==> config.mk <==
export PLATFORM = sky130hd
export DESIGN_NAME = protection_key_allocator
export DESIGN_NICKNAME = d
export VERILOG_FILES = /design/src/design/pka_pkg.sv /design/src/design/protection_key_allocator.sv /design/src/design/pka_cell.sv
export SDC_FILE = /design/constraint.sdc
export NUM_CORES = 1
export LEC_CHECK = 0
export BUFFER_PORTS_ARGS = -buffer_cell sky130_fd_sc_hd__buf_2
export CAP_MARGIN = 10
export CORE_MARGIN = 4
export CORE_UTILIZATION = 55
export DETAILED_ROUTE_END_ITERATION = 10
export PLACE_DENSITY = 0.68
export SYNTH_ARGS = -nofsm -noshare
export SYNTH_HDL_FRONTEND = slang
export SYNTH_SLANG_ARGS = --single-unit
export TNS_END_PERCENT = 5
==> constraint.sdc <==
create_clock -name clk -period 2 [get_ports clk]
set_input_delay 0.5 -clock clk [delete_from_list [all_inputs] [get_ports clk]]
set_output_delay 0.5 -clock clk [all_outputs]
set_load 0.01 [all_outputs]
==> src/design/pka_pkg.sv <==
// ----------------------------------------------------------------------------
// pka_pkg
// shared types and constants of the protection key allocator
// ----------------------------------------------------------------------------
package pka_pkg;

  localparam int NUM_KEYS_DEFAULT = 16;
  localparam int KEY_IDX_W        = 5;
  localparam int KEY_W            = 4;
  localparam int REQ_W            = 4;
  localparam int RIGHTS_W         = 2;

  typedef enum logic [1:0] {
    CMD_ALLOC  = 2'd0,
    CMD_FREE   = 2'd1,
    CMD_SET    = 2'd2,
    CMD_GET    = 2'd3
  } cmd_t;

  typedef enum logic [2:0] {
    ST_OK         = 3'd0,
    ST_DISABLED   = 3'd1,
    ST_BAD_KEY    = 3'd2,
    ST_NOT_ALLOC  = 3'd3,
    ST_NONE_FREE  = 3'd4,
    ST_BAD_RIGHTS = 3'd5
  } status_t;

  // command token handed from cell to cell
  typedef struct packed {
    logic                  valid;
    cmd_t                  cmd;
    logic [KEY_IDX_W-1:0]  key;
    logic [REQ_W-1:0]      req;
    logic                  enabled;
    status_t               status;
    logic [KEY_W-1:0]      kres;
    logic [RIGHTS_W-1:0]   rres;
  } pkt_t;

endpackage

==> src/design/protection_key_allocator.sv <==
// ----------------------------------------------------------------------------
// protection_key_allocator
// protection key bitmap and rights word, built as a chain of key cells
// ----------------------------------------------------------------------------
//
// channel  | signals                                   | direction
// ---------+-------------------------------------------+----------
// in       | in_valid in_ready command key_index       | into block
//          | rights_request                            |
// out      | out_valid out_ready status key_result     | out of block
//          | rights_result                             |
// cfg      | cfg_valid cfg_ready cfg_data              | into block
//
// a command transfer loads the token register; the token then walks one
// key cell per cycle and then lands in the output register. one command
// is in the chain at a time: the next input transfer can happen once the
// result sits in the output register, in the same cycle as the result
// transfer when out_ready is high. a stalled result holds in_ready low
// only if the chain is empty and the output register is still full. reset
// clears every key cell, keys_enabled and the valid flags; cfg_ready is
// always high.
//
module protection_key_allocator
  import pka_pkg::*;
#(
  parameter int NUM_KEYS = NUM_KEYS_DEFAULT
) (
  input  logic                 clk,
  input  logic                 rst,
  // command channel
  input  logic                 in_valid,
  output logic                 in_ready,
  input  logic [1:0]           command,
  input  logic [KEY_IDX_W-1:0] key_index,
  input  logic [REQ_W-1:0]     rights_request,
  // result channel
  output logic                 out_valid,
  input  logic                 out_ready,
  output logic [2:0]           status,
  output logic [KEY_W-1:0]     key_result,
  output logic [RIGHTS_W-1:0]  rights_result,
  // configuration channel
  input  logic                 cfg_valid,
  output logic                 cfg_ready,
  input  logic                 cfg_data
);

  logic                keys_enabled;
  pkt_t                stage [NUM_KEYS+1];
  logic [NUM_KEYS:0]   stage_valids;
  logic                busy;
  pkt_t                inj;
  logic                key_ok;
  logic                req_ok;
  cmd_t                cmd;

  // configuration register, always ready
  assign cfg_ready = 1'b1;

  always_ff @(posedge clk) begin
    if (rst) begin
      keys_enabled <= 1'b0;
    end else if (cfg_valid && cfg_ready) begin
      keys_enabled <= cfg_data;
    end
  end

  // token in flight anywhere in the chain
  genvar g;
  generate
    for (g = 0; g <= NUM_KEYS; g++) begin : g_valids
      assign stage_valids[g] = stage[g].valid;
    end
  endgenerate
  assign busy = |stage_valids;

  // output register must be free by the time the token comes out
  assign in_ready = !busy && (!out_valid || out_ready);

  // build the token: range, enable and rights checks are settled up front,
  // cells only resolve what depends on their own key
  assign cmd    = cmd_t'(command);
  assign key_ok = (key_index < KEY_IDX_W'(NUM_KEYS));
  assign req_ok = (rights_request[REQ_W-1:RIGHTS_W] == '0);

  always_comb begin
    inj         = '0;
    inj.valid   = 1'b1;
    inj.cmd     = cmd;
    inj.key     = key_index;
    inj.req     = rights_request;
    inj.enabled = keys_enabled;
    inj.status  = ST_OK;
    if (cmd == CMD_FREE) begin
      // free still works with keys disabled
      inj.status = key_ok ? ST_NOT_ALLOC : ST_BAD_KEY;
    end else if (!keys_enabled) begin
      inj.status = ST_DISABLED;
    end else if (cmd == CMD_ALLOC) begin
      inj.status = ST_NONE_FREE;
    end else if (!key_ok) begin
      inj.status = ST_BAD_KEY;
    end else if (cmd == CMD_SET && !req_ok) begin
      inj.status = ST_BAD_RIGHTS;
    end
  end

  // token register at the head of the chain
  always_ff @(posedge clk) begin
    if (rst) begin
      stage[0].valid <= 1'b0;
    end else begin
      stage[0].valid <= in_valid && in_ready;
    end
    if (in_valid && in_ready) begin
      stage[0].cmd     <= inj.cmd;
      stage[0].key     <= inj.key;
      stage[0].req     <= inj.req;
      stage[0].enabled <= inj.enabled;
      stage[0].status  <= inj.status;
      stage[0].kres    <= inj.kres;
      stage[0].rres    <= inj.rres;
    end
  end

  // one cell per key, token passes from cell i to cell i+1
  generate
    for (g = 0; g < NUM_KEYS; g++) begin : g_cells
      pka_cell #(
        .INDEX (g)
      ) u_cell (
        .clk   (clk),
        .rst   (rst),
        .pkt_i (stage[g]),
        .pkt_o (stage[g+1])
      );
    end
  endgenerate

  // result register
  always_ff @(posedge clk) begin
    if (rst) begin
      out_valid <= 1'b0;
    end else if (stage[NUM_KEYS].valid) begin
      out_valid <= 1'b1;
    end else if (out_ready) begin
      out_valid <= 1'b0;
    end
    if (stage[NUM_KEYS].valid) begin
      status        <= stage[NUM_KEYS].status;
      key_result    <= stage[NUM_KEYS].kres;
      rights_result <= stage[NUM_KEYS].rres;
    end
  end

  // at most one token in the chain
  a_one_token: assert property (@(posedge clk) disable iff (rst)
    $onehot0(stage_valids))
    else $error("more than one command token in the key chain");

  // a finished token never overwrites a result that is still waiting
  a_no_overwrite: assert property (@(posedge clk) disable iff (rst)
    stage[NUM_KEYS].valid |-> (!out_valid || out_ready))
    else $error("result register overwritten before transfer");

  // a granted key is never key 0
  a_grant_nonzero: assert property (@(posedge clk) disable iff (rst)
    (stage[NUM_KEYS].valid && stage[NUM_KEYS].cmd == CMD_ALLOC &&
     stage[NUM_KEYS].status == ST_OK) |-> (stage[NUM_KEYS].kres != '0))
    else $error("allocate granted the reserved key");

  // the token leaving the chain shows up as a result next cycle
  a_result_shown: assert property (@(posedge clk) disable iff (rst)
    stage[NUM_KEYS].valid |=> out_valid)
    else $error("finished command did not reach the result register");

endmodule

==> src/design/pka_cell.sv <==
// ----------------------------------------------------------------------------
// pka_cell
// one key slot: allocated bit and two rights bits, acts on a passing token
// ----------------------------------------------------------------------------
module pka_cell
  import pka_pkg::*;
#(
  parameter int INDEX = 0
) (
  input  logic clk,
  input  logic rst,
  input  pkt_t pkt_i,
  output pkt_t pkt_o
);

  logic                alloc;
  logic                alloc_next;
  logic [RIGHTS_W-1:0] rights;
  logic [RIGHTS_W-1:0] rights_next;
  pkt_t                pkt_next;
  logic                hit;

  assign hit = (pkt_i.key == KEY_IDX_W'(INDEX));

  always_comb begin
    pkt_next    = pkt_i;
    alloc_next  = alloc;
    rights_next = rights;
    if (pkt_i.valid) begin
      case (pkt_i.cmd)
        CMD_FREE: begin
          if (hit && pkt_i.status == ST_NOT_ALLOC && alloc) begin
            alloc_next      = 1'b0;
            pkt_next.status = ST_OK;
            if (pkt_i.enabled) begin
              rights_next = '0;
            end
          end
        end
        CMD_ALLOC: begin
          // key 0 is reserved, first free slot takes the token
          if ((INDEX != 0) && pkt_i.status == ST_NONE_FREE && !alloc) begin
            alloc_next      = 1'b1;
            pkt_next.status = ST_OK;
            pkt_next.kres   = KEY_W'(INDEX);
            if (pkt_i.req != '0 && pkt_i.req[REQ_W-1:RIGHTS_W] == '0) begin
              rights_next = pkt_i.req[RIGHTS_W-1:0];
            end
          end
        end
        CMD_SET: begin
          if (hit && pkt_i.status == ST_OK) begin
            rights_next = pkt_i.req[RIGHTS_W-1:0];
          end
        end
        CMD_GET: begin
          if (hit && pkt_i.status == ST_OK) begin
            pkt_next.rres = rights;
          end
        end
        default: begin
          pkt_next = pkt_i;
        end
      endcase
    end
  end

  always_ff @(posedge clk) begin
    if (rst) begin
      alloc       <= 1'b0;
      rights      <= '0;
      pkt_o.valid <= 1'b0;
    end else begin
      alloc       <= alloc_next;
      rights      <= rights_next;
      pkt_o.valid <= pkt_next.valid;
    end
    pkt_o.cmd     <= pkt_next.cmd;
    pkt_o.key     <= pkt_next.key;
    pkt_o.req     <= pkt_next.req;
    pkt_o.enabled <= pkt_next.enabled;
    pkt_o.status  <= pkt_next.status;
    pkt_o.kres    <= pkt_next.kres;
    pkt_o.rres    <= pkt_next.rres;
  end

endmodule
==> summary.txt, run 1 <==
status: finished, violations left
failing checks: negative setup slack
initial antenna violation count: 0
Reg2Reg Depth: 5
pin count of the biggest net entering global routing: 80
Max Slew Vio Count: 0
Area Overhead vs Synth: 17.5%
# DRC: 0
DRT Pass-1 Iters: 4
CP Data Required Time: 1.50 ns
Synth area leaders: dfxtp_1, edfxtp_1, nand2b_1, mux2_2, nor2b_1
hold endpoint: stage[363]$_DFFE_PP_
CTS tree: built
CP most frequent cell: and3_4
H-tree depth: 2
sequential power share: 0.509
die area: 24800 um^2
Worst-path clk slew: 0.06 ns
Placement Cell Area: 12900 um^2
number of flops mapped to enable cells by yosys: 24
CTS Buf Count: 39
Slew HR: 0.611
CP max FO: 6
die boundary width: 158 um
syn_area_per_cell: 12.2 um^2
Clk network pwr share: 0.468
Main synth FF type: dfxtp_1
Routed Antenna Nets: 0
worst hold start: rights_request[1]
area leader, netlist: dfxtp_1
Setup crit end kind: output pin
CP top delay family: simple AND/OR/NAND/NOR gates
first-pass GRT wire length: 36.2 mm
Setup Skew: 0.0156 ns
count leader, synth: dfxtp_1
Hold WC Path Type: input port to flip-flop
Port Buffer Count: 27
grt ovf: 0
vias per cell: 5.20
Post-DP HPWL: 15.0 mm
Power Internal: 13.6 mW
setup violators final: 1
per-cell routed wire length: 15.6 um
area of the multi-input gates: 4020 um^2
fraction of registers with async set/reset: 0
Max VDD drop: 747 uV
Gate power share: 0.022
Net Sw Frac: 0.199
flops & latches, synth: 399
1st-iter DRT viols: 364
CTS Sinks: 399
Startpoint Class: flip-flop
Worst R2R Start: g_cells[7].u_cell.pkt_o[14]$_DFF_P_
Max Root-Sink Buffers: 3
Hold Fails Final Rpt: 0
top cells by count, synth: dfxtp_1, nand2b_1, nor2_1
RSZ-0062 raised after global routing: true
Worst-Skew Late Latency: 0.52 ns
Finished Cell Area: 14500 um^2
leakage power figure: 5.79 nW
hold depth: 1
core area: 21900 um^2
max-cap violations: 0
number of global-route vias before repair: 7288
number of cell rows: 54
Synthesized Nets: 1027
area share of the largest cell type after synthesis: 0.610
GPL Wtd Cong: 0.827
setup ws final: -0.155 ns
crit share post-route: 1.08
net load switching power: 3.39 mW
Nets: 1107
r2r setup slk: 0.13 ns
CP max stage delay: 0.38 ns
via count: 7290
library cells used by synthesis: 55
Fmax: 464 MHz
# diodes: 0
worst slew pin tran: 0.576 ns
total detailed-routing wirelength: 21.9 mm
Worst EP arrival: 1.65 ns
PwrDens: 1180 nW/um^2
kind of critical path: flip-flop to output pin
Seq/Total Area, Yosys: 0.669
initial core utilization: 0.562
critical-path cell list: nor4_4, and3_4, and3_4, buf_6
synth warn: 0
cts hold-fix bufs: 0
Worst R2R End: g_cells[8].u_cell.rights[0]$_SDFFE_PP0P_
fillers: 1666
Seq. cell area: 8240 um^2
worst hold slack: 0.156 ns
Boundary Pins: 29
CP max stage cell: dfxtp_4
height of the die: 158 um
Buf/Inv on CP: 1
share of cells above drive strength 1: 0.163
Synth Instances: 1010
root buffer cell: clkbuf_16
synthesized cell area: 12300 um^2
Tot GR Track Use: 0.180
Tmin final: 2.15 ns
[how the worst max path moves through the flow]
stage	to	from	slack [ns]	depth (start not counted)
6_report	in_ready	g_cells[10].u_cell.pkt_o[21]$_SDFF_PP0_	-0.15	4
3_5_place_dp	g_cells[14].u_cell.rights[0]$_SDFFE_PP0P_	g_cells[13].u_cell.pkt_o[6]$_DFF_P_	0.04	5
4_1_cts	in_ready	g_cells[3].u_cell.pkt_o[21]$_SDFF_PP0_	-0.16	4
2_1_floorplan	g_cells[4].u_cell.rights[0]$_SDFFE_PP0P_	g_cells[3].u_cell.pkt_o[14]$_DFF_P_	0.24	5
3_3_place_gp	g_cells[8].u_cell.rights[0]$_SDFFE_PP0P_	g_cells[7].u_cell.pkt_o[14]$_DFF_P_	0.16	5
5_1_grt	in_ready	g_cells[2].u_cell.pkt_o[21]$_SDFF_PP0_	-0.23	4
[what timing repair did]
action / 4_1_cts / 5_1_grt
gates cloned: 0 / 0
pin swaps: 5 / 1
gates resized for setup: 12 / 7
buffers inserted: 1 / 0
endpoints found under the setup margin: 1 / 7
[state kept, by name, indices dropped and copies added, names as in the netlist]
signal / count
stage: 16
keys_enabled: 1
out_valid: 1
g_cells.u_cell.pkt_o: 325
status: 3
key_result: 4
rights_result: 2
g_cells.u_cell.rights: 32
g_cells.u_cell.alloc: 15
[per-stage QoR]
stage / cells / TNS, ns / setup slack, ns / utilization / power [mW]
3_5_place_dp: 1328 / 0 / 0.0353 / 0.590 / 9.21
5_1_grt: 1401 / -0.225 / -0.225 / 0.661 / 17.6
2_1_floorplan: 1010 / 0 / 0.245 / - / 9.01
6_report: 1401 / -0.155 / -0.155 / 0.661 / 17.0
4_1_cts: 1401 / -0.162 / -0.162 / 0.659 / 17.2
3_3_place_gp: 1328 / 0 / 0.163 / 0.590 / 9.20
[logic make-up (layout without fill, tap and decap cells)]
kind of cell | Yosys count | in the layout | synth area share
muxes | 60 | 60 | 0.0519
buffers and inverters | 30 | 141 | 0.0111
AOI/OAI and AO/OA | 87 | 87 | 0.0571
other | 1 | 1 | 0.000305
and+or+nand+nor | 433 | 433 | 0.211
DFF | 399 | 399 | 0.669
[cell usage in the layout (no fill, tap or decap), types with 8 or more instances in the layout]
| master | synthesis | routed |
|---|---|---|
| o21ai_0 | 11 | 11 |
| and2_1 | 33 | 33 |
| nor2_1 | 66 | 65 |
| nor3_1 | 8 | 8 |
| nand2b_1 | 86 | 86 |
| nor2b_1 | 51 | 51 |
| dfxtp_1 | 375 | 370 |
| mux2i_1 | 30 | 30 |
| nor4_1 | 17 | 14 |
| nand2_1 | 41 | 41 |
| and3_1 | 27 | 25 |
| bufinv_16 | 0 | 8 |
| a21oi_1 | 24 | 24 |
| nand3b_1 | 11 | 11 |
| nand3_1 | 30 | 30 |
| clkbuf_16 | 0 | 42 |
| inv_1 | 21 | 21 |
| mux2_2 | 30 | 30 |
| edfxtp_1 | 24 | 24 |
| buf_4 | 1 | 19 |
| buf_2 | 0 | 26 |
| or4b_2 | 11 | 11 |
[area by class of cell]
cell class,instances,area share
Timing Repair Buffer,48,0.0224
Clock inverter,19,0.0215
Sequential cell,399,0.570
Multi-Input combinational cell,581,0.278
Clock buffer,53,0.0790
Tap cell,280,0.0242
Inverter,21,0.00545
[per-layer routing]
metal  share of wire  vias to the layer above  track usage
met2            0.48                      127        0.307
met5               0                        -            0
met1            0.47                     3418        0.236
li1                -                     3703            -
met4           0.020                        0       0.0508
met3           0.038                       42       0.0339
[power by group through the flow]
stage          registers (mW)  clock network, mW  logic, mW
4_1_cts                  8.67               8.14      0.381
3_3_place_gp             8.84                  0      0.363
5_1_grt                  8.72               8.49      0.425
3_5_place_dp             8.84                  0      0.368
6_report                 8.67               7.97      0.382
2_1_floorplan            8.74                  0      0.276
No activity file was read; power rests on OpenSTA's default activity.
==> run 2, diff against run 1 <==
Clock period 2 ns to 2.8 ns, I/O delays scaled along.
==> summary.txt, run 2 (synthesis results as in run 1) <==
core area: 21900 um^2 (unchanged)
Port Buffer Count: 27 (unchanged)
die area: 24800 um^2 (unchanged)
# DRC: 0 (unchanged)
Worst EP arrival: 1.80 ns (was 1.65 ns)
Post-DP HPWL: 15.2 mm (was 15.0 mm)
per-cell routed wire length: 15.7 um (was 15.6 um)
RSZ-0062 raised after global routing: false (was true)
max-cap violations: 0 (unchanged)
initial antenna violation count: 0 (unchanged)
CP max FO: 6 (unchanged)
Slew HR: 0.490 (was 0.611)
Resized Gates After CTS: 0 (was 12)
Max Slew Vio Count: 0 (unchanged)
CP Data Required Time: 2.10 ns (was 1.50 ns)
Worst-Skew Late Latency: 0.52 ns (about the same)
kind of critical path: flip-flop to output pin (unchanged)
pin count of the biggest net entering global routing: 34 (was 80)
Net Sw Frac: 0.203 (was 0.199)
number of global-route vias before repair: 7329 (was 7288)
total detailed-routing wirelength: 21.7 mm (was 21.9 mm)
Placement Setup Slack: 0.632 ns (was 0.0353 ns)
leakage power figure: 5.60 nW (was 5.79 nW)
initial core utilization: 0.562 (unchanged)
CTS tree: built (unchanged)
cts hold-fix bufs: 0 (unchanged)
vias per cell: 5.21 (was 5.20)
# diodes: 0 (unchanged)
Max VDD drop: 609 uV (was 747 uV)
most frequent cells in the layout: dfxtp_1, nand2b_1, nor2_1, nor2b_1, clkbuf_16 (unchanged)
Tmin final: 2.50 ns
worst hold slack: 0.336 ns (was 0.156 ns)
first-pass GRT wire length: 36.0 mm (was 36.2 mm)
number of cell rows: 54 (unchanged)
DRT Pass-1 Iters: 5 (was 4)
commonest non-fill, non-tap cell in the layout: dfxtp_1 (unchanged)
1st-iter DRT viols: 400 (was 364)
Hold Fails Final Rpt: 0 (unchanged)
Boundary Pins: 29 (unchanged)
Fmax: 400 MHz
Top reg by flops: g_cells.u_cell.pkt_o (unchanged)
Hold WC Path Type: flip-flop to flip-flop (was input port to flip-flop)
Power Internal: 9.28 mW (was 13.6 mW)
via count: 7207 (was 7290)
Placement Cell Area: 12800 um^2 (was 12900 um^2)
fillers: 1702 (was 1666)
top flop regs: g_cells.u_cell.pkt_o: 325 flops, g_cells.u_cell.rights: 32 flops, stage: 16 flops (unchanged)
Nets: 1089 (was 1107)
Setup Skew: 0.0178 ns (was 0.0156 ns)
max reg flops: 325 (unchanged)
Final Util: 0.644 (was 0.661)
CTS Buf Count: 40 (was 39)
crit share post-route: 0.894
net load switching power: 2.37 mW (was 3.39 mW)
setup violators final: 0 (was 1)
GPL Wtd Cong: 0.835 (was 0.827)
grt ovf: 0 (unchanged)
root buffer cell: clkbuf_16 (unchanged)
Area Overhead vs Synth: 14.6% (was 17.5%)
worst slew pin tran: 0.755 ns (was 0.576 ns)
Startpoint Class: flip-flop (unchanged)
sequential power share: 0.532 (was 0.509)
Finished Cell Area: 14100 um^2 (was 14500 um^2)
H-tree depth: 2 (unchanged)
setup ws final: 0.298 ns (was -0.155 ns)
die boundary width: 158 um (unchanged)
Tot GR Track Use: 0.179 (was 0.180)
PwrDens: 826 nW/um^2 (was 1180 nW/um^2)
setup bufs post-CTS: 0 (was 1)
Routed Antenna Nets: 0 (unchanged)
Gate power share: 0.022 (about the same)
height of the die: 158 um (unchanged)
CTS Sinks: 399 (unchanged)
Max Root-Sink Buffers: 3 (unchanged)
Setup crit end kind: output pin (unchanged)
Clk network pwr share: 0.446 (was 0.468)
status: completed (was finished, violations left)
Worst-path clk slew: 0.06 ns (about the same)
share of cells above drive strength 1: 0.133 (was 0.163)
final setup TNS: 0 ns (was -0.155 ns)
==> run 2: worst paths after layout <==
kind / startpoint / to / slack (ns) / cells past startpoint
hold reg to reg: g_cells[10].u_cell.pkt_o[17]$_DFF_P_ / g_cells[11].u_cell.pkt_o[17]$_DFF_P_ / 0.34 / 0
setup / recovery: g_cells[7].u_cell.pkt_o[21]$_SDFF_PP0_ / in_ready / 0.30 / 4
setup reg to reg: g_cells[7].u_cell.pkt_o[21]$_SDFF_PP0_ / stage[365]$_DFFE_PP_ / 0.70 / 4
hold / removal: g_cells[10].u_cell.pkt_o[17]$_DFF_P_ / g_cells[11].u_cell.pkt_o[17]$_DFF_P_ / 0.34 / 0
==> run 2: power groups by stage <==
stage                     Sequential [mW]  Combinational (mW)  Clock (mW)
final                                6.19               0.257        5.20
after global routing                 6.23               0.288        5.56
after CTS                            6.19               0.257        5.32
after detailed placement             6.32               0.254           0
after global placement               6.32               0.252           0
after floorplan                      6.24               0.197           0
==> run 2: critical path, cell delays in order (launching register included) <==
cell     delay (ns)
dfxtp_1        0.34
nor4_1         0.38
and3_1         0.27
and3_1         0.18
buf_2          0.13
==> run 2: stage by stage <==
stage / std cells / power, mW
6_report: 1382 / 11.6
4_1_cts: 1382 / 11.8
5_1_grt: 1382 / 12.1
2_1_floorplan: 1010 / 6.44
3_5_place_dp: 1310 / 6.57
3_3_place_gp: 1310 / 6.57
==> run 2: final cells by class <==
| cell class | instances | area, um^2 | area share |
|---|---|---|---|
| Clock inverter | 8 | 76.3 | 0.00541 |
| Timing Repair Buffer | 29 | 175 | 0.0124 |
| Tap cell | 280 | 350 | 0.0248 |
| Sequential cell | 399 | 8230 | 0.583 |
| Inverter | 21 | 78.8 | 0.00559 |
| Multi-Input combinational cell | 581 | 3940 | 0.279 |
| Clock buffer | 64 | 1250 | 0.0890 |
==> run 2: routing by layer <==
layer / vias to the layer above / global-route usage / part of all wire
met5: - / 0 / 0
met4: 0 / 0.0561 / 0.018
met3: 40 / 0.0331 / 0.037
met2: 126 / 0.291 / 0.47
met1: 3392 / 0.245 / 0.48
li1: 3649 / - / -
